==> config.mk <==
export PLATFORM = sky130hd
export DESIGN_NAME = sorted_multiset_table_flat
export DESIGN_NICKNAME = d
export VERILOG_FILES = /design/src/rtl/core/smt_pkg.sv /design/src/rtl/core/smt_req_if.sv /design/src/rtl/core/smt_rsp_if.sv /design/src/rtl/core/smt_cell.sv /design/src/rtl/core/sorted_multiset_table.sv /design/src/flat_wrapper.sv
export SDC_FILE = /design/constraint.sdc
export NUM_CORES = 2
export LEC_CHECK = 0
export ABC_AREA = 1
export BUFFER_PORTS_ARGS = -buffer_cell sky130_fd_sc_hd__buf_4
export CAP_MARGIN = 25
export CORE_UTILIZATION = 50
export CTS_CLUSTER_DIAMETER = 100
export DETAILED_ROUTE_END_ITERATION = 8
export GPL_ROUTABILITY_DRIVEN = 0
export PLACE_DENSITY = 0.63
export RECOVER_POWER = 25
export SLEW_MARGIN = 20
export SYNTH_ARGS = -nofsm -noshare
export SYNTH_HDL_FRONTEND = slang
export SYNTH_SLANG_ARGS = --single-unit
==> constraint.sdc <==
create_clock -name clk_i -period 13.1 [get_ports clk_i]
set_clock_uncertainty 0.15 [all_clocks]
set_input_delay 1.31 -clock clk_i [delete_from_list [all_inputs] [get_ports clk_i]]
set_output_delay 1.31 -clock clk_i [all_outputs]
set_load 0.05 [all_outputs]
==> src/rtl/core/smt_pkg.sv <==
// Shared types and codes for the sorted multiset table.
package smt_pkg;

  typedef logic signed [31:0] key_t;

  typedef enum logic [1:0] {
    REQ_INSERT  = 2'd0,
    REQ_DEL_ONE = 2'd1,
    REQ_DEL_ALL = 2'd2,
    REQ_READ    = 2'd3
  } req_e;

  typedef enum logic [1:0] {
    STS_OK       = 2'd0,
    STS_FULL     = 2'd1,
    STS_NO_MATCH = 2'd2,
    STS_BEYOND   = 2'd3
  } status_e;

  typedef enum logic [1:0] {
    S_IDLE,
    S_CMP,
    S_EXEC
  } state_e;

  typedef struct packed {
    req_e       req_type;
    key_t       key_value;
    logic [3:0] read_position;
  } req_t;

  typedef struct packed {
    status_e    status;
    logic [4:0] removed_count;
    key_t       read_value;
    logic [4:0] occupancy;
  } rsp_t;

  // Per-cycle command broadcast to every cell of the chain.
  typedef struct packed {
    logic cmp_en;
    logic ins_en;
    logic del_en;
  } cell_ctrl_t;

endpackage

==> src/rtl/core/smt_req_if.sv <==
// Request channel: valid/ready handshake carrying one request beat.
interface smt_req_if;
  import smt_pkg::*;

  logic valid;
  logic ready;
  req_t data;

  modport source (output valid, output data, input ready);
  modport sink (input valid, input data, output ready);
endinterface

==> src/rtl/core/smt_rsp_if.sv <==
// Response channel: valid/ready handshake carrying one result beat.
interface smt_rsp_if;
  import smt_pkg::*;

  logic valid;
  logic ready;
  rsp_t data;

  modport source (output valid, output data, input ready);
  modport sink (input valid, input data, output ready);
endinterface

==> src/rtl/core/smt_cell.sv <==
// One storage cell of the sorted chain: entry, valid bit and compare flags.
module smt_cell
  import smt_pkg::*;
(
  input  logic       clk_i,
  input  logic       rst_ni,
  input  cell_ctrl_t ctrl_i,
  input  key_t       key_i,
  input  key_t       left_entry_i,
  input  logic       left_valid_i,
  input  logic       left_gt_i,
  input  key_t       right_entry_i,
  input  logic       right_valid_i,
  output key_t       entry_o,
  output logic       valid_o,
  output logic       gt_o,
  output logic       eq_o
);

  key_t entry_q, entry_d;
  logic valid_q, valid_d;
  logic gt_q, eq_q, ge_q;
  logic gt_c, eq_c, ge_c;

  // An empty cell counts as greater than any key.
  assign gt_c = !valid_q || ($signed(entry_q) >  $signed(key_i));
  assign ge_c = !valid_q || ($signed(entry_q) >= $signed(key_i));
  assign eq_c = valid_q && (entry_q == key_i);

  always_comb begin
    entry_d = entry_q;
    valid_d = valid_q;
    if (ctrl_i.ins_en && gt_q) begin
      // First greater cell takes the key, the rest take their left neighbor.
      if (left_gt_i) begin
        entry_d = left_entry_i;
        valid_d = left_valid_i;
      end else begin
        entry_d = key_i;
        valid_d = 1'b1;
      end
    end else if (ctrl_i.del_en && ge_q) begin
      entry_d = right_entry_i;
      valid_d = right_valid_i;
    end
  end

  always_ff @(posedge clk_i or negedge rst_ni) begin
    if (!rst_ni) begin
      valid_q <= 1'b0;
      gt_q    <= 1'b0;
      eq_q    <= 1'b0;
      ge_q    <= 1'b0;
    end else begin
      valid_q <= valid_d;
      if (ctrl_i.cmp_en) begin
        gt_q <= gt_c;
        eq_q <= eq_c;
        ge_q <= ge_c;
      end
    end
  end

  always_ff @(posedge clk_i) begin
    entry_q <= entry_d;
  end

  assign entry_o = entry_q;
  assign valid_o = valid_q;
  assign gt_o    = gt_q;
  assign eq_o    = eq_q;

endmodule

==> src/rtl/core/sorted_multiset_table.sv <==
// Sorted multiset table: a chain of compare cells with a request sequencer.
//
//   channel | dir | beat
//   --------+-----+----------------------------------------------------
//   req_i   | in  | req_type, key_value, read_position
//   rsp_o   | out | status, removed_count, read_value, occupancy
//
// Insert, delete one and read: the accept edge latches the compare flags in
// every cell, then the execute state shifts the chain and loads the result
// register. Delete all makes one compare/shift pass of the chain for each
// removed entry. Reset empties the table at once (valid bits and count). A
// result waiting in the output register holds the chain update until it is
// taken; a new request is taken only when idle.
module sorted_multiset_table
  import smt_pkg::*;
#(
  parameter int CAPACITY = 16
) (
  input logic        clk_i,
  input logic        rst_ni,
  smt_req_if.sink    req_i,
  smt_rsp_if.source  rsp_o
);

  localparam int CW = $clog2(CAPACITY + 1);

  state_e     state_q, state_d;
  req_e       type_q;
  key_t       key_q;
  logic [3:0] pos_q;
  logic [CW-1:0] count_q, count_d;
  logic [CW-1:0] removed_q, removed_d;
  logic       out_valid_q, out_valid_d;
  rsp_t       out_q, out_d;

  cell_ctrl_t ctrl;
  key_t       cmp_key;
  logic       accept;
  logic       out_free;
  logic       any_match;
  logic       full;
  logic       pos_ok;
  key_t       read_sel;

  logic          fin;
  status_e       fin_status;
  logic [CW-1:0] fin_removed;
  key_t          fin_value;
  logic [CW-1:0] fin_count;

  key_t entry [CAPACITY];
  logic valid [CAPACITY];
  logic gt    [CAPACITY];
  logic eq    [CAPACITY];

  key_t left_entry  [CAPACITY];
  logic left_valid  [CAPACITY];
  logic left_gt     [CAPACITY];
  key_t right_entry [CAPACITY];
  logic right_valid [CAPACITY];

  for (genvar i = 0; i < CAPACITY; i++) begin : g_cell
    if (i == 0) begin : g_first
      assign left_entry[i] = '0;
      assign left_valid[i] = 1'b1;
      assign left_gt[i]    = 1'b0;
    end else begin : g_mid
      assign left_entry[i] = entry[i-1];
      assign left_valid[i] = valid[i-1];
      assign left_gt[i]    = gt[i-1];
    end
    if (i == CAPACITY - 1) begin : g_last
      assign right_entry[i] = '0;
      assign right_valid[i] = 1'b0;
    end else begin : g_inner
      assign right_entry[i] = entry[i+1];
      assign right_valid[i] = valid[i+1];
    end

    smt_cell u_cell (
      .clk_i         (clk_i),
      .rst_ni        (rst_ni),
      .ctrl_i        (ctrl),
      .key_i         (cmp_key),
      .left_entry_i  (left_entry[i]),
      .left_valid_i  (left_valid[i]),
      .left_gt_i     (left_gt[i]),
      .right_entry_i (right_entry[i]),
      .right_valid_i (right_valid[i]),
      .entry_o       (entry[i]),
      .valid_o       (valid[i]),
      .gt_o          (gt[i]),
      .eq_o          (eq[i])
    );
  end

  always_comb begin
    any_match = 1'b0;
    for (int i = 0; i < CAPACITY; i++) begin
      any_match = any_match | eq[i];
    end
  end

  // Ranks reach only the first sixteen cells.
  always_comb begin
    read_sel = '0;
    for (int i = 0; i < CAPACITY && i < 16; i++) begin
      if (int'(pos_q) == i) begin
        read_sel = entry[i];
      end
    end
  end

  assign full     = (count_q == CW'(CAPACITY));
  assign pos_ok   = (int'(pos_q) < int'(count_q));
  assign out_free = !out_valid_q || rsp_o.ready;
  assign accept   = req_i.valid && req_i.ready;
  assign cmp_key  = (state_q == S_IDLE) ? req_i.data.key_value : key_q;

  always_comb begin
    state_d     = state_q;
    count_d     = count_q;
    removed_d   = removed_q;
    out_valid_d = out_valid_q && !rsp_o.ready;
    out_d       = out_q;
    ctrl        = '0;
    req_i.ready = (state_q == S_IDLE);
    fin         = 1'b0;
    fin_status  = STS_OK;
    fin_removed = removed_q;
    fin_value   = '0;
    fin_count   = count_q;

    case (state_q)
      S_IDLE: begin
        if (req_i.valid) begin
          ctrl.cmp_en = 1'b1;
          removed_d   = '0;
          state_d     = S_EXEC;
        end
      end
      S_CMP: begin
        ctrl.cmp_en = 1'b1;
        state_d     = S_EXEC;
      end
      S_EXEC: begin
        if (out_free) begin
          case (type_q)
            REQ_INSERT: begin
              fin = 1'b1;
              if (full) begin
                fin_status = STS_FULL;
              end else begin
                ctrl.ins_en = 1'b1;
                count_d     = count_q + 1'b1;
                fin_count   = count_q + 1'b1;
              end
            end
            REQ_DEL_ONE, REQ_DEL_ALL: begin
              if (any_match) begin
                ctrl.del_en = 1'b1;
                count_d     = count_q - 1'b1;
                removed_d   = removed_q + 1'b1;
                if (type_q == REQ_DEL_ALL) begin
                  // Go around for the next equal entry.
                  state_d = S_CMP;
                end else begin
                  fin         = 1'b1;
                  fin_removed = removed_q + 1'b1;
                  fin_count   = count_q - 1'b1;
                end
              end else begin
                fin        = 1'b1;
                fin_status = (removed_q == '0) ? STS_NO_MATCH : STS_OK;
              end
            end
            REQ_READ: begin
              fin = 1'b1;
              if (pos_ok) begin
                fin_value = read_sel;
              end else begin
                fin_status = STS_BEYOND;
              end
            end
            default: begin
              fin = 1'b1;
            end
          endcase
        end
      end
      default: begin
        state_d = S_IDLE;
      end
    endcase

    if (fin) begin
      out_valid_d         = 1'b1;
      out_d.status        = fin_status;
      out_d.removed_count = 5'(fin_removed);
      out_d.read_value    = fin_value;
      out_d.occupancy     = 5'(fin_count);
      state_d             = S_IDLE;
    end
  end

  always_ff @(posedge clk_i or negedge rst_ni) begin
    if (!rst_ni) begin
      state_q     <= S_IDLE;
      count_q     <= '0;
      removed_q   <= '0;
      out_valid_q <= 1'b0;
    end else begin
      state_q     <= state_d;
      count_q     <= count_d;
      removed_q   <= removed_d;
      out_valid_q <= out_valid_d;
    end
  end

  always_ff @(posedge clk_i) begin
    out_q <= out_d;
    if (accept) begin
      type_q <= req_i.data.req_type;
      key_q  <= req_i.data.key_value;
      pos_q  <= req_i.data.read_position;
    end
  end

  assign rsp_o.valid = out_valid_q;
  assign rsp_o.data  = out_q;

endmodule
==> src/flat_wrapper.sv <==
// flat-port wrapper written by rule: the top's interface ports become plain ports
module sorted_multiset_table_flat import smt_pkg::*;
#(
  parameter int CAPACITY = 16
)
  (clk_i, rst_ni, req_i_valid, req_i_data, req_i_ready, rsp_o_valid, rsp_o_data, rsp_o_ready);
  smt_req_if req_i_i ();
  smt_rsp_if rsp_o_i ();
  input logic clk_i;
  input logic rst_ni;
  input wire logic [$bits(req_i_i.valid)-1:0] req_i_valid;
  input wire logic [$bits(req_i_i.data)-1:0] req_i_data;
  output wire logic [$bits(req_i_i.ready)-1:0] req_i_ready;
  output wire logic [$bits(rsp_o_i.valid)-1:0] rsp_o_valid;
  output wire logic [$bits(rsp_o_i.data)-1:0] rsp_o_data;
  input wire logic [$bits(rsp_o_i.ready)-1:0] rsp_o_ready;
  assign req_i_i.valid = req_i_valid;
  assign req_i_i.data = req_i_data;
  assign req_i_ready = req_i_i.ready;
  assign rsp_o_valid = rsp_o_i.valid;
  assign rsp_o_data = rsp_o_i.data;
  assign rsp_o_i.ready = rsp_o_ready;
  sorted_multiset_table #(.CAPACITY(CAPACITY)) u_core (.clk_i(clk_i), .rst_ni(rst_ni), .req_i(req_i_i), .rsp_o(rsp_o_i));
endmodule
==> flow_summary.json <==
{
  "worst-slew-pin-transition_ps": 3250,
  "whs_path_depth": 2,
  "ir_drop_mv": 0.148,
  "start_kind": "register",
  "worstReg2RegStart": "u_core.state_q[1]$_DFFE_PN0P_",
  "die_area_mm2": 0.0977,
  "multiInputGateArea_mm2": 0.0260,
  "timing.slew.headroom_pct": -116,
  "drv_cap": 16,
  "finalSetupTns_ps": 0,
  "path_class": "reg -> reg",
  "clk_latency_ps": 660,
  "yosysTopAreaCellShare_pct": 37.0,
  "die_w_um": 313,
  "seq_area_frac_synth_pct": 41.0,
  "final_area_mm2": 0.0527,
  "period_share_pct": 51.2,
  "grt_pass1_wl_um": 266000,
  "fillCellCount": 8840,
  "cts_root_buf": "clkbuf_16",
  "grt_max_degree": 68,
  "cts_tree": "built",
  "powerDensity_mw_per_mm2": 202,
  "synth_cell_type_count": 51,
  "clock-sinks": 671,
  "antenna_found_initial": 0,
  "crit_required_ps": 13490,
  "grt_overflow_total": 0,
  "layout_common_cells": "1,848 x nand2_1, 875 x o21ai_0, 594 x edfxtp_1, 522 x ha_1, 427 x inv_1",
  "min_path_type": "reg -> reg",
  "finalCoreUtilization_pct": 55.3,
  "pre_cts_ws_ps": 8090,
  "drive_gt1_share_pct": 5.54,
  "worstSetupEndpointType": "register",
  "synth_top_cell_by_area": "edfxtp_1",
  "setup_slack_ps": 6390,
  "final_common_cell": "nand2_1",
  "syn_inst": 6063,
  "setup_violations": 0,
  "drc": 0,
  "cts_resized": 0,
  "clock.fmax_mhz": 149,
  "ant_nets": 0,
  "finalHoldWorstSlack_ps": 362,
  "min_from": "u_core.g_cell[9].u_cell.ge_q$_DFFE_PN0P_",
  "syn_to_final_growth_pct": 9.35,
  "rows": 113,
  "r2r_cells": 13,
  "ff_latch_area_mm2": 0.0198,
  "syn_nets": 6627,
  "cts_setup_buffers": 0,
  "netlist_top_cells_area": "edfxtp_1 37%, nand2_1 14%, ha_1 14%",
  "ios": 88,
  "crit_fanout": 17,
  "yosysWarnings": 0,
  "violations": "capacitance limit, slew limit",
  "placed_cell_area_mm2": 0.0506,
  "vias": 45051,
  "min_to": "u_core.g_cell[9].u_cell.ge_q$_DFFE_PN0P_",
  "die_h_um": 313,
  "hpwlAfterDp_um": 131000,
  "syn-cell-area_mm2": 0.0482,
  "fin_crit_ps": 6710,
  "track_usage_pct": 36.5,
  "cts_buffer_depth": 3,
  "cts-hold-fix-buffers": 0,
  "initial_utilization_pct": 50.6,
  "clk_pin_slew_ps": 60,
  "leakagePower_nw": 22.1,
  "status": "finished, violations left",
  "reg2reg_to": "u_core.g_cell[3].u_cell.ge_q$_DFFE_PN0P_",
  "synth_seq_cells": 671,
  "htreeDepth": 3,
  "first_global_vias": 40471,
  "crit_arrival_ps": 7100,
  "drt-pass1-iter-count": 7,
  "regToRegSetupSlack_ps": 6390,
  "fin_nets": 6606,
  "timing_hold_violations_final": 0,
  "rsz0062_at_grt": "no",
  "drt_wl_total_um": 182000,
  "via_per_inst": 6.11,
  "dr.first_iter.drc_count": 6848,
  "synth_area_per_cell_um2": 7.95,
  "final-max-slew-violation-count": 383,
  "n_antenna_cell": 0,
  "port_buffers": 87,
  "fp.coreArea_mm2": 0.0953,
  "cts_inserted_buffers": 79,
  "routedWlPerCell_um": 24.7
}
-- synthesized netlist by cell type (all sizes together) --
master  count
a211o       5
a211oi      9
a21boi      3
a21o        2
a21oi     375
a22oi       2
a311oi      2
a31o        1
a31oi      11
and3        4
buf        52
clkbuf    242
clkinv      2
dfrtp      77
edfxtp    594
ha        522
inv       443
mux2i      31
nand2    1851
nand3     173
nand3b      9
nand4     145
nor2      305
nor3       53
nor3b       2
nor4       26
o211ai    139
o21a       13
o21ai     903
o21bai      3
o221ai      7
o22ai       6
o32ai       2
or2        33
or3         1
or3b        2
or4         2
xnor2       1
xor2       10
-- power breakdown --
part	switching [mW]	internal, mW
Clock	0.949	1.28
Sequential	0.379	2.85
Combinational	3.72	1.47
Total	5.05	5.61
-- routing by layer --
metal	global-route usage, %	vias up	routed length (um)
met5	0	-	0
met4	17.3	0	9280
met3	10.3	391	24600
met2	49.6	2698	71500
met1	52.9	20926	76700
li1	-	21036	-
-- how the worst max path moves through the flow --
stage	from	endpoint	slack (ps)	cells after the start
2_1_floorplan	rsp_o_ready	u_core.g_cell[6].u_cell.valid_o$_DFFE_PN0P_	8220	7
6_report	u_core.state_q[1]$_DFFE_PN0P_	u_core.g_cell[3].u_cell.ge_q$_DFFE_PN0P_	6390	13
3_3_place_gp	u_core.state_q[1]$_DFFE_PN0P_	u_core.g_cell[15].u_cell.ge_q$_DFFE_PN0P_	8210	14
3_5_place_dp	rsp_o_ready	u_core.g_cell[3].u_cell.valid_o$_DFFE_PN0P_	8090	13
5_1_grt	u_core.state_q[1]$_DFFE_PN0P_	u_core.g_cell[3].u_cell.ge_q$_DFFE_PN0P_	6080	13
4_1_cts	u_core.state_q[1]$_DFFE_PN0P_	u_core.g_cell[15].u_cell.ge_q$_DFFE_PN0P_	8140	14
-- per-stage QoR --
stage | std cells | total power, mW
final | 7369 | 10.7
after global routing | 7369 | 11.3
after CTS | 7367 | 10.6
after detailed placement | 7224 | 8.34
after global placement | 7220 | 8.21
after floorplan | 6063 | 6.41
-- cells by family after synthesis --
kind of cell | count (synthesis) | share of synthesized area [%]
simple gates | 2606 | 22.2
buf+inv | 739 | 5.91
mux | 31 | 0.644
xor+xnor | 11 | 0.200
fa+ha+maj | 522 | 13.5
flops | 671 | 41.0
compound gates | 1483 | 16.5
-- registers in the layout, summed over array words and instances (netlist names) --
signal and cells:
u_core.key_q 32, u_core.pos_q 4, u_core.g_cell.u_cell.ge_q 16, u_core.count_q 5, u_core.g_cell.u_cell.entry_o 512, u_core.rsp_o.data 44, u_core.state_q 2, u_core.type_q 2
u_core.g_cell.u_cell.eq_o 16, u_core.g_cell.u_cell.gt_o 16, u_core.g_cell.u_cell.valid_o 16, u_core.rsp_o.valid 1, u_core.removed_q 5
-- worst max-delay path, stage by stage, from the launching register on --
cell	delay [ps]
dfrtp_1	440
nor2_1	1430
mux2i_1	1850
clkbuf_1	910
ha_1	260
nand2_1	70
nor4_1	670
inv_1	80
o21ai_0	260
nand2_1	100
nand3_1	90
nand4_1	90
o21ai_0	120
inv_1	70
-- layout make-up --
class | count | area share, %
Inverter | 445 | 3.17
Tap cell | 1265 | 3.00
Timing Repair Buffer | 192 | 2.22
Clock inverter | 43 | 0.679
Multi-Input combinational cell | 4653 | 49.3
Clock buffer | 100 | 4.09
Sequential cell | 671 | 37.5
(Power assumes the default switching activity.)
